<file path="src/hw/rtl/gbcs_pkg.sv">
`timescale 1ns / 1ps
// shared types and constants for the gyro bias calibrate and scale block
package gbcs_pkg;

	localparam int SAMPLE_W   = 16;
	localparam int RATE_W     = 17;
	localparam int SETTLE_W   = 10;
	localparam int PHASE_W    = 11;
	localparam int APB_ADDR_W = 3;
	localparam int APB_DATA_W = 32;

	localparam logic [SETTLE_W-1:0] SETTLE_RESET = 10'd19;

	// register word index taken from paddr above the byte offset
	localparam logic REG_SETTLE = 1'b0;

	// rate = round(|c| * 128 / 115): n = |c|*128 + 57, then n / 115 by reciprocal
	localparam int MAG_W       = 16;
	localparam int SCALE_UP    = 7;
	localparam int N_W         = 23;
	localparam logic [N_W-1:0] ROUND_BIAS = 23'd57;
	localparam int MUL_W       = 24;
	localparam logic [MUL_W-1:0] SCALE_MUL = 24'd9336886;
	localparam int SCALE_SHIFT = 30;
	localparam int PROD_W      = N_W + MUL_W;

	// offset divide: a reciprocal product step, then a saturate and sign step
	localparam int DIV_CYCLES  = 2;

	typedef enum logic [1:0] {
		ST_CAL,
		ST_DIV,
		ST_RUN
	} cal_state_t;

	typedef struct packed {
		logic acc_en;
		logic div_start;
		logic div_step;
		logic div_last;
	} lane_ctl_t;

	typedef struct packed {
		logic in_open;
		logic run;
	} cal_status_t;

endpackage

</file>
<file path="src/hw/rtl/gbcs_ctrl.sv">
`timescale 1ns / 1ps
// calibration sequencer and settle_samples register on the apb port
module gbcs_ctrl #(
	parameter int AVERAGE_SAMPLES = 100
) (
	input  logic                                clk,
	input  logic                                arst_n,
	input  logic                                accept,
	input  logic                                psel,
	input  logic                                penable,
	input  logic                                pwrite,
	input  logic [gbcs_pkg::APB_ADDR_W-1:0]     paddr,
	input  logic [gbcs_pkg::APB_DATA_W-1:0]     pwdata,
	output logic [gbcs_pkg::APB_DATA_W-1:0]     prdata,
	output logic                                pready,
	output gbcs_pkg::lane_ctl_t                 ctl,
	output gbcs_pkg::cal_status_t               status
);

	localparam int CNT_W = $clog2(gbcs_pkg::DIV_CYCLES);
	localparam logic [CNT_W-1:0] CNT_LAST = CNT_W'(gbcs_pkg::DIV_CYCLES - 1);
	localparam logic [gbcs_pkg::PHASE_W-1:0] AVG_LEN = gbcs_pkg::PHASE_W'(AVERAGE_SAMPLES);

	gbcs_pkg::cal_state_t                state_q, state_d;
	logic [gbcs_pkg::PHASE_W-1:0]        phase_q, phase_d, phase_inc, win_end;
	logic [CNT_W-1:0]                    cnt_q, cnt_d;
	logic [gbcs_pkg::SETTLE_W-1:0]       settle_q;
	logic                                reg_sel;

	assign reg_sel = (paddr[gbcs_pkg::APB_ADDR_W-1] == gbcs_pkg::REG_SETTLE);
	assign pready = 1'b1;
	assign prdata = reg_sel ? gbcs_pkg::APB_DATA_W'(settle_q) : '0;

	always_ff @(posedge clk or negedge arst_n) begin
		if (!arst_n) begin
			settle_q <= gbcs_pkg::SETTLE_RESET;
		end else if (psel && penable && pwrite && reg_sel) begin
			settle_q <= pwdata[gbcs_pkg::SETTLE_W-1:0];
		end
	end

	always_ff @(posedge clk or negedge arst_n) begin
		if (!arst_n) begin
			state_q <= gbcs_pkg::ST_CAL;
			phase_q <= '0;
			cnt_q <= '0;
		end else begin
			state_q <= state_d;
			phase_q <= phase_d;
			cnt_q <= cnt_d;
		end
	end

	assign phase_inc = phase_q + gbcs_pkg::PHASE_W'(1);
	assign win_end = gbcs_pkg::PHASE_W'(settle_q) + AVG_LEN;

	always_comb begin
		state_d = state_q;
		phase_d = phase_q;
		cnt_d = cnt_q;
		ctl = '0;
		unique case (state_q)
			gbcs_pkg::ST_CAL: begin
				if (accept) begin
					phase_d = phase_inc;
					if (phase_inc <= gbcs_pkg::PHASE_W'(settle_q)) begin
						// still settling, beat dropped
					end else if (phase_inc <= win_end) begin
						ctl.acc_en = 1'b1;
					end else begin
						ctl.div_start = 1'b1;
						cnt_d = '0;
						state_d = gbcs_pkg::ST_DIV;
					end
				end
			end
			gbcs_pkg::ST_DIV: begin
				ctl.div_step = 1'b1;
				cnt_d = cnt_q + CNT_W'(1);
				if (cnt_q == CNT_LAST) begin
					ctl.div_last = 1'b1;
					state_d = gbcs_pkg::ST_RUN;
				end
			end
			gbcs_pkg::ST_RUN: begin
			end
			default: begin
				state_d = gbcs_pkg::ST_CAL;
			end
		endcase
		status.in_open = (state_q != gbcs_pkg::ST_DIV);
		status.run = (state_q == gbcs_pkg::ST_RUN);
	end

endmodule

</file>
<file path="config.mk">
export PLATFORM = sky130hd
export DESIGN_NAME = gbcs_ctrl
export DESIGN_NICKNAME = d
export VERILOG_FILES = /design/src/hw/rtl/gbcs_pkg.sv /design/src/hw/rtl/gbcs_ctrl.sv
export SDC_FILE = /design/constraint.sdc
export NUM_CORES = 1
export LEC_CHECK = 0
export ABC_AREA = 0
export BUFFER_PORTS_ARGS = -buffer_cell sky130_fd_sc_hd__buf_4
export CAP_MARGIN = 30
export CORE_UTILIZATION = 40
export DETAILED_ROUTE_END_ITERATION = 8
export GPL_ROUTABILITY_DRIVEN = 0
export PLACE_DENSITY = 0.71
export SYNTH_ARGS = -nofsm -noshare
export SYNTH_HDL_FRONTEND = slang
export SYNTH_SLANG_ARGS = --single-unit
</file>
<file path="constraint.sdc">
create_clock -name clk -period 3.7 [get_ports clk]
set_clock_uncertainty 0.15 [all_clocks]
set_input_delay 1.11 -clock clk [delete_from_list [all_inputs] [get_ports clk]]
set_output_delay 1.11 -clock clk [all_outputs]
set_load 0.02 [all_outputs]
</file>
== Yosys cells after proc, flatten, opt, wreduce, memory -nomap -nowiden ==
Index checks and enable logic that the tools add are counted.

* Bitwise gates (word level): 2
* Divide/modulo/power cells: 0
* Eq/ne operators: 7
* Reduce and logical (&&, ||, !) cells: 8
* Add/subtract/negate cells: 3
* $lt $le $gt $ge: 2
* Multiplexer cells: 17
* Shift operators: 0
* Multiply operators: 0

{| class="wikitable"
|+ Operators with widths
! operator !! count
|-
| 2-bit 2-to-1 mux || 8
|-
| 10-bit by 7-bit adder with 11-bit output (second input constant) || 1
|-
| 11-bit by 1-bit adder with 11-bit output (second input constant) || 1
|-
| 11-bit by 10-bit <= comparator with 1-bit output || 1
|-
| 11-bit <= comparator || 1
|-
| 10-bit 2-to-1 mux || 1
|-
| 2-bit != test (second input constant) || 4
|-
| 1-bit 2-to-1 mux || 6
|-
| 2-bit one-hot mux with 3 select lines || 1
|-
| 5-bit AND reduction || 1
|-
| 4-bit AND reduction || 1
|-
| 1-bit logical AND || 3
|-
| 2-bit by 1-bit equality test with 1-bit output (second input constant) || 1
|-
| 2-bit equality test (second input constant) || 1
|-
| 2-bit zero test || 1
|-
| 2-bit by 1-bit != test with 1-bit output (second input constant) || 1
|-
| 1-bit inverter || 2
|-
| 1-bit one-hot mux with 2 select lines || 1
|-
| 2-bit AND reduction || 1
|-
| 2-bit nonzero test || 1
|-
| 1-bit adder (second input constant) || 1
|}

* Input bits: 41
* Bits in latches: 0
* Bits in writable memories: 0
* Output and inout port bits: 39
* Register bits: 24
* Memories: 0
* Logic and storage cells: 43
* ROM bits: 0

== Longest topological paths before layout ==
* Depth in word-level cells: 6
* Gate-level depth with buffers: 12
* Depth with buffers taken out: 12

== Least setup slack after synthesis ==
Ideal clock, no wire load.

* Path type: flip-flop to output port
* Start point: register phase_q[0] in the netlist's numbering
* End point: output ctl[3] in the netlist's numbering
* Path buffers: 0
* Slack: -321 ps
* Cell stages (with the launch flop): 11
* Arrival time: 2761 ps
* Path through: dfrtp_1 > ha_1 > nand3_1 > nor3_2 > xor2_1 > ha_1 > a21o_1 > maj3_1 > a21o_1 > o22ai_2 > nor2b_1

{| class="wikitable"
|+ RTL lines
! item !! line !! RTL
|-
| from (decl) || gbcs_ctrl.sv:25 || <nowiki>logic [gbcs_pkg::PHASE_W-1:0] phase_q, phase_d, phase_inc, win_end;</nowiki>
|-
| from (signal assigned) || gbcs_ctrl.sv:49 || <nowiki>phase_q <= phase_d;</nowiki>
|-
| to (decl) || gbcs_ctrl.sv:16 || <nowiki>output gbcs_pkg::lane_ctl_t ctl,</nowiki>
|}

==> impl_metrics.csv <==
group,metric,value,unit
global_route,overflow,0,
floorplanning,core_area,4755,um2
setup_path,criticalPathCategory,"reg2out",
pwr,comb_power_share,45.8,%
synth,yosysTopAreaCellShare,26.53,%
clocking,root_buffer,"clkbuf_8",
pwr,peakVddDrop,0.0002154,V
synth,synth.area.top_cells,"dfrtp_1 27%, ha_1 12%, buf_4 9.1%",
synth,syn_inst,212,
sta,fin_setup_tns,-0.7822,ns
run_status,status,"finished with violations",
clocking,worstSkewPairLatency,0.27,ns
clocking,clk_path_buf_depth,2,
floorplanning,die_h,72.37,um
pwr,intPower,592.0,uW
pwr,netSwitchingFraction,36.33,%
setup_path,crit_arrival,2.83,ns
drt,dr.first_iter.drc_count,54,
synth,yosysWarnings,0,
synth,yosys.area.top_type,"dfrtp_1",
drt,vias_per_cell,4.755,
drt,route.detailed.drc,0,
setup_path,crit_path_end_kind,"primary output",
global_route,grt.total_usage,17.91,%
clocking,holdBufCountCts,0,
sta,worstMarginPinSlew,0.5649,ns
floorplanning,die_w,72.37,um
global_route,grt_max_degree,25,
final_layout,nNetsFinal,345,
pwr,p_leak,1.380,nW
sta,grt_setup_unrepaired,"yes",
synth,yosysMostFrequentCell,"buf_4",
pwr,power_frac_seq,34.5,%
drt,drtAntennaViolNets,0,
final_layout,diodes,0,
synth,ys_seq_area_share,30.51,%
pwr,clock_power_share,19.6,%
sta,hold_violations,0,
sta,fin_ws,-0.3913,ns
sta,layout_min_cycle_time,4.091,ns
pwr,p_per_area,330.8,nW/um2
place,dp_hpwl,3.240,mm
drt,first_pass_iters,4,
floorplanning,rows,25,
floorplanning,start_util,41.66,%
pwr,power_switching,337.9,uW
drt,wl_per_cell,13.38,um
clocking,htree_levels,1,
place,portBuffers,32,
drt,finalWirelength,4.698,mm
drt,via_count,1669,
sta,setup_viol,2,
synth,synth_seq_cells,24,
sta,fin_crit_sh,110.6,%
clocking,clk_pin_slew,0.09,ns
setup_path,path_max_fanout,3,
global_route,grt_pass1_vias,1629,
clocking,cts_tree,"done",
synth,synth_ff_type,"dfrtp_1",
place,dp_slack,-0.1561,ns
sta,drv_slew,0,
floorplanning,io_pins,80,
final_layout,syn_to_final_growth,41.95,%
synth,synth_cell_types,43,
setup_path,cp.required,2.44,ns
synth,synth_edf_count,0,
synth,netlist_area,1981,um2
setup_path,critPathLaunchType,"flip-flop",
sta,slew_headroom,62.14,%
synth,synthArstFlopShare,100.0,%
synth,synth_common_cells,"24 x buf_4, 21 x dfrtp_1, 19 x ha_1",
run_status,violations,"setup timing",
global_route,grt_pass1_wl,7.231,mm
global_route,antenna_found_initial,0,
min_path,min_path_type,"reg2reg",
floorplanning,die-area,5237,um2
sta,fmax,244.4,MHz
final_layout,layout-drive-gt1-share,45.42,%
clocking,cts_num_sinks,24,
clocking,numCtsBuffers,3,
synth,post_synth.cell_area_avg,9.343,um2
flow_run,maxCapViolCount,0,
==> cell usage in the layout (no fill, tap or decap), types with 4 or more instances in the layout <==
cell / n
nand3_1: 5
nor2_1: 10
ha_4: 4
buf_6: 4
clkbuf_8: 4
buf_4: 70
inv_1: 13
xor2_1: 4
mux2_2: 11
ha_1: 15
conb_1: 23
xnor2_1: 14
nand2_1: 15
nor2b_1: 4
nand2b_1: 4
nand4_1: 7
dfrtp_1: 21
==> registers in the layout, summed over array words and instances, names as in the netlist <==
| signal | flops |
|---|---|
| cnt_q | 1 |
| phase_q | 11 |
| settle_q | 10 |
| state_q | 2 |
==> final timing paths <==
path                                         from  slack (ns)                       to  depth (start not counted)
max reg2reg                phase_q[1]$_DFFE_PN0P_        0.72        cnt_q$_DFFE_PN0P_                         15
max                        phase_q[1]$_DFFE_PN0P_       -0.39                   ctl[2]                         14
min reg2reg                phase_q[6]$_DFFE_PN0P_        0.42   phase_q[6]$_DFFE_PN0P_                          1
max in group asynchronous                  arst_n        2.51  settle_q[0]$_DFFE_PN1P_                          1
min in group asynchronous                  arst_n        0.58  settle_q[7]$_DFFE_PN0P_                          1
min                        phase_q[6]$_DFFE_PN0P_        0.42   phase_q[6]$_DFFE_PN0P_                          1
==> routing by layer <==
layer  vias to the layer above  GRT usage, %  part of all wire, %
met3                         2         3.333                  3.5
met4                         0         3.268                 0.53
met2                        53         31.46                   51
met1                       796         23.05                   45
met5                         -             0                    0
li1                        818             -                    -
==> critical path: stages (launching register included) <==
cell      delay, ns
dfrtp_1        0.40
ha_4           0.17
nand3_4        0.11
nor3_4         0.15
buf_6          0.14
xor2_4         0.21
ha_4           0.24
buf_4          0.12
buf_4          0.13
a211oi_2       0.25
a31oi_2        0.13
or2_4          0.26
nand2_4        0.10
nor2_4         0.04
buf_6          0.12
==> power groups by stage <==
stage / combinational (mW) / clock [mW] / sequential [mW]
floorplan: 0.260 / 0 / 0.325
global placement: 0.354 / 0 / 0.323
detailed placement: 0.360 / 0 / 0.325
CTS: 0.389 / 0.191 / 0.319
global route: 0.465 / 0.204 / 0.324
finish: 0.426 / 0.183 / 0.321
==> cell type report <==
cell class / instances / area, um2
sequential: 24 / 604.3
tap: 67 / 83.83
fill: 418 / 1943
multi-input combinational: 169 / 1449
clock buffer: 4 / 55.05
inverter: 13 / 48.80
timing repair buffer: 74 / 570.5
==> cells by family (layout without fill, tap and decap cells) <==
logic type,after synthesis,in the layout,share of synthesized area (%)
flip-flops,24,24,30.51
multiplexers,12,12,6.949
buffers and inverters,40,91,12.13
adder cells (fa/ha/maj),20,20,12.51
XOR/XNOR,24,24,10.99
other,2,23,0.3792
AND/OR/NAND/NOR,68,68,17.94
AO/OA/AOI/OAI,22,22,8.591
==> through the flow <==
step / util, % / instance area, um2 / power, mW / hold slack [ns] / instances
floorplan: - / 2106 / 0.5849 / 0.3146 / 233
global placement: 51.66 / 2456 / 0.6765 / 0.3316 / 334
detailed placement: 51.66 / 2456 / 0.6851 / 0.3419 / 334
CTS: 55.74 / 2650 / 0.8993 / 0.3934 / 346
global route: 59.13 / 2811 / 0.9933 / 0.4364 / 351
finish: 59.13 / 2811 / 0.9299 / 0.4150 / 351
==> timing repair <==
item / 4_1_cts / 5_1_grt
cloned: 0 / 0
pin swaps: 11 / 11
gates resized for setup: 17 / 15
setup endpoints to repair: 2 / 2
buffers inserted: 8 / 5
(Power assumes the default switching activity.)
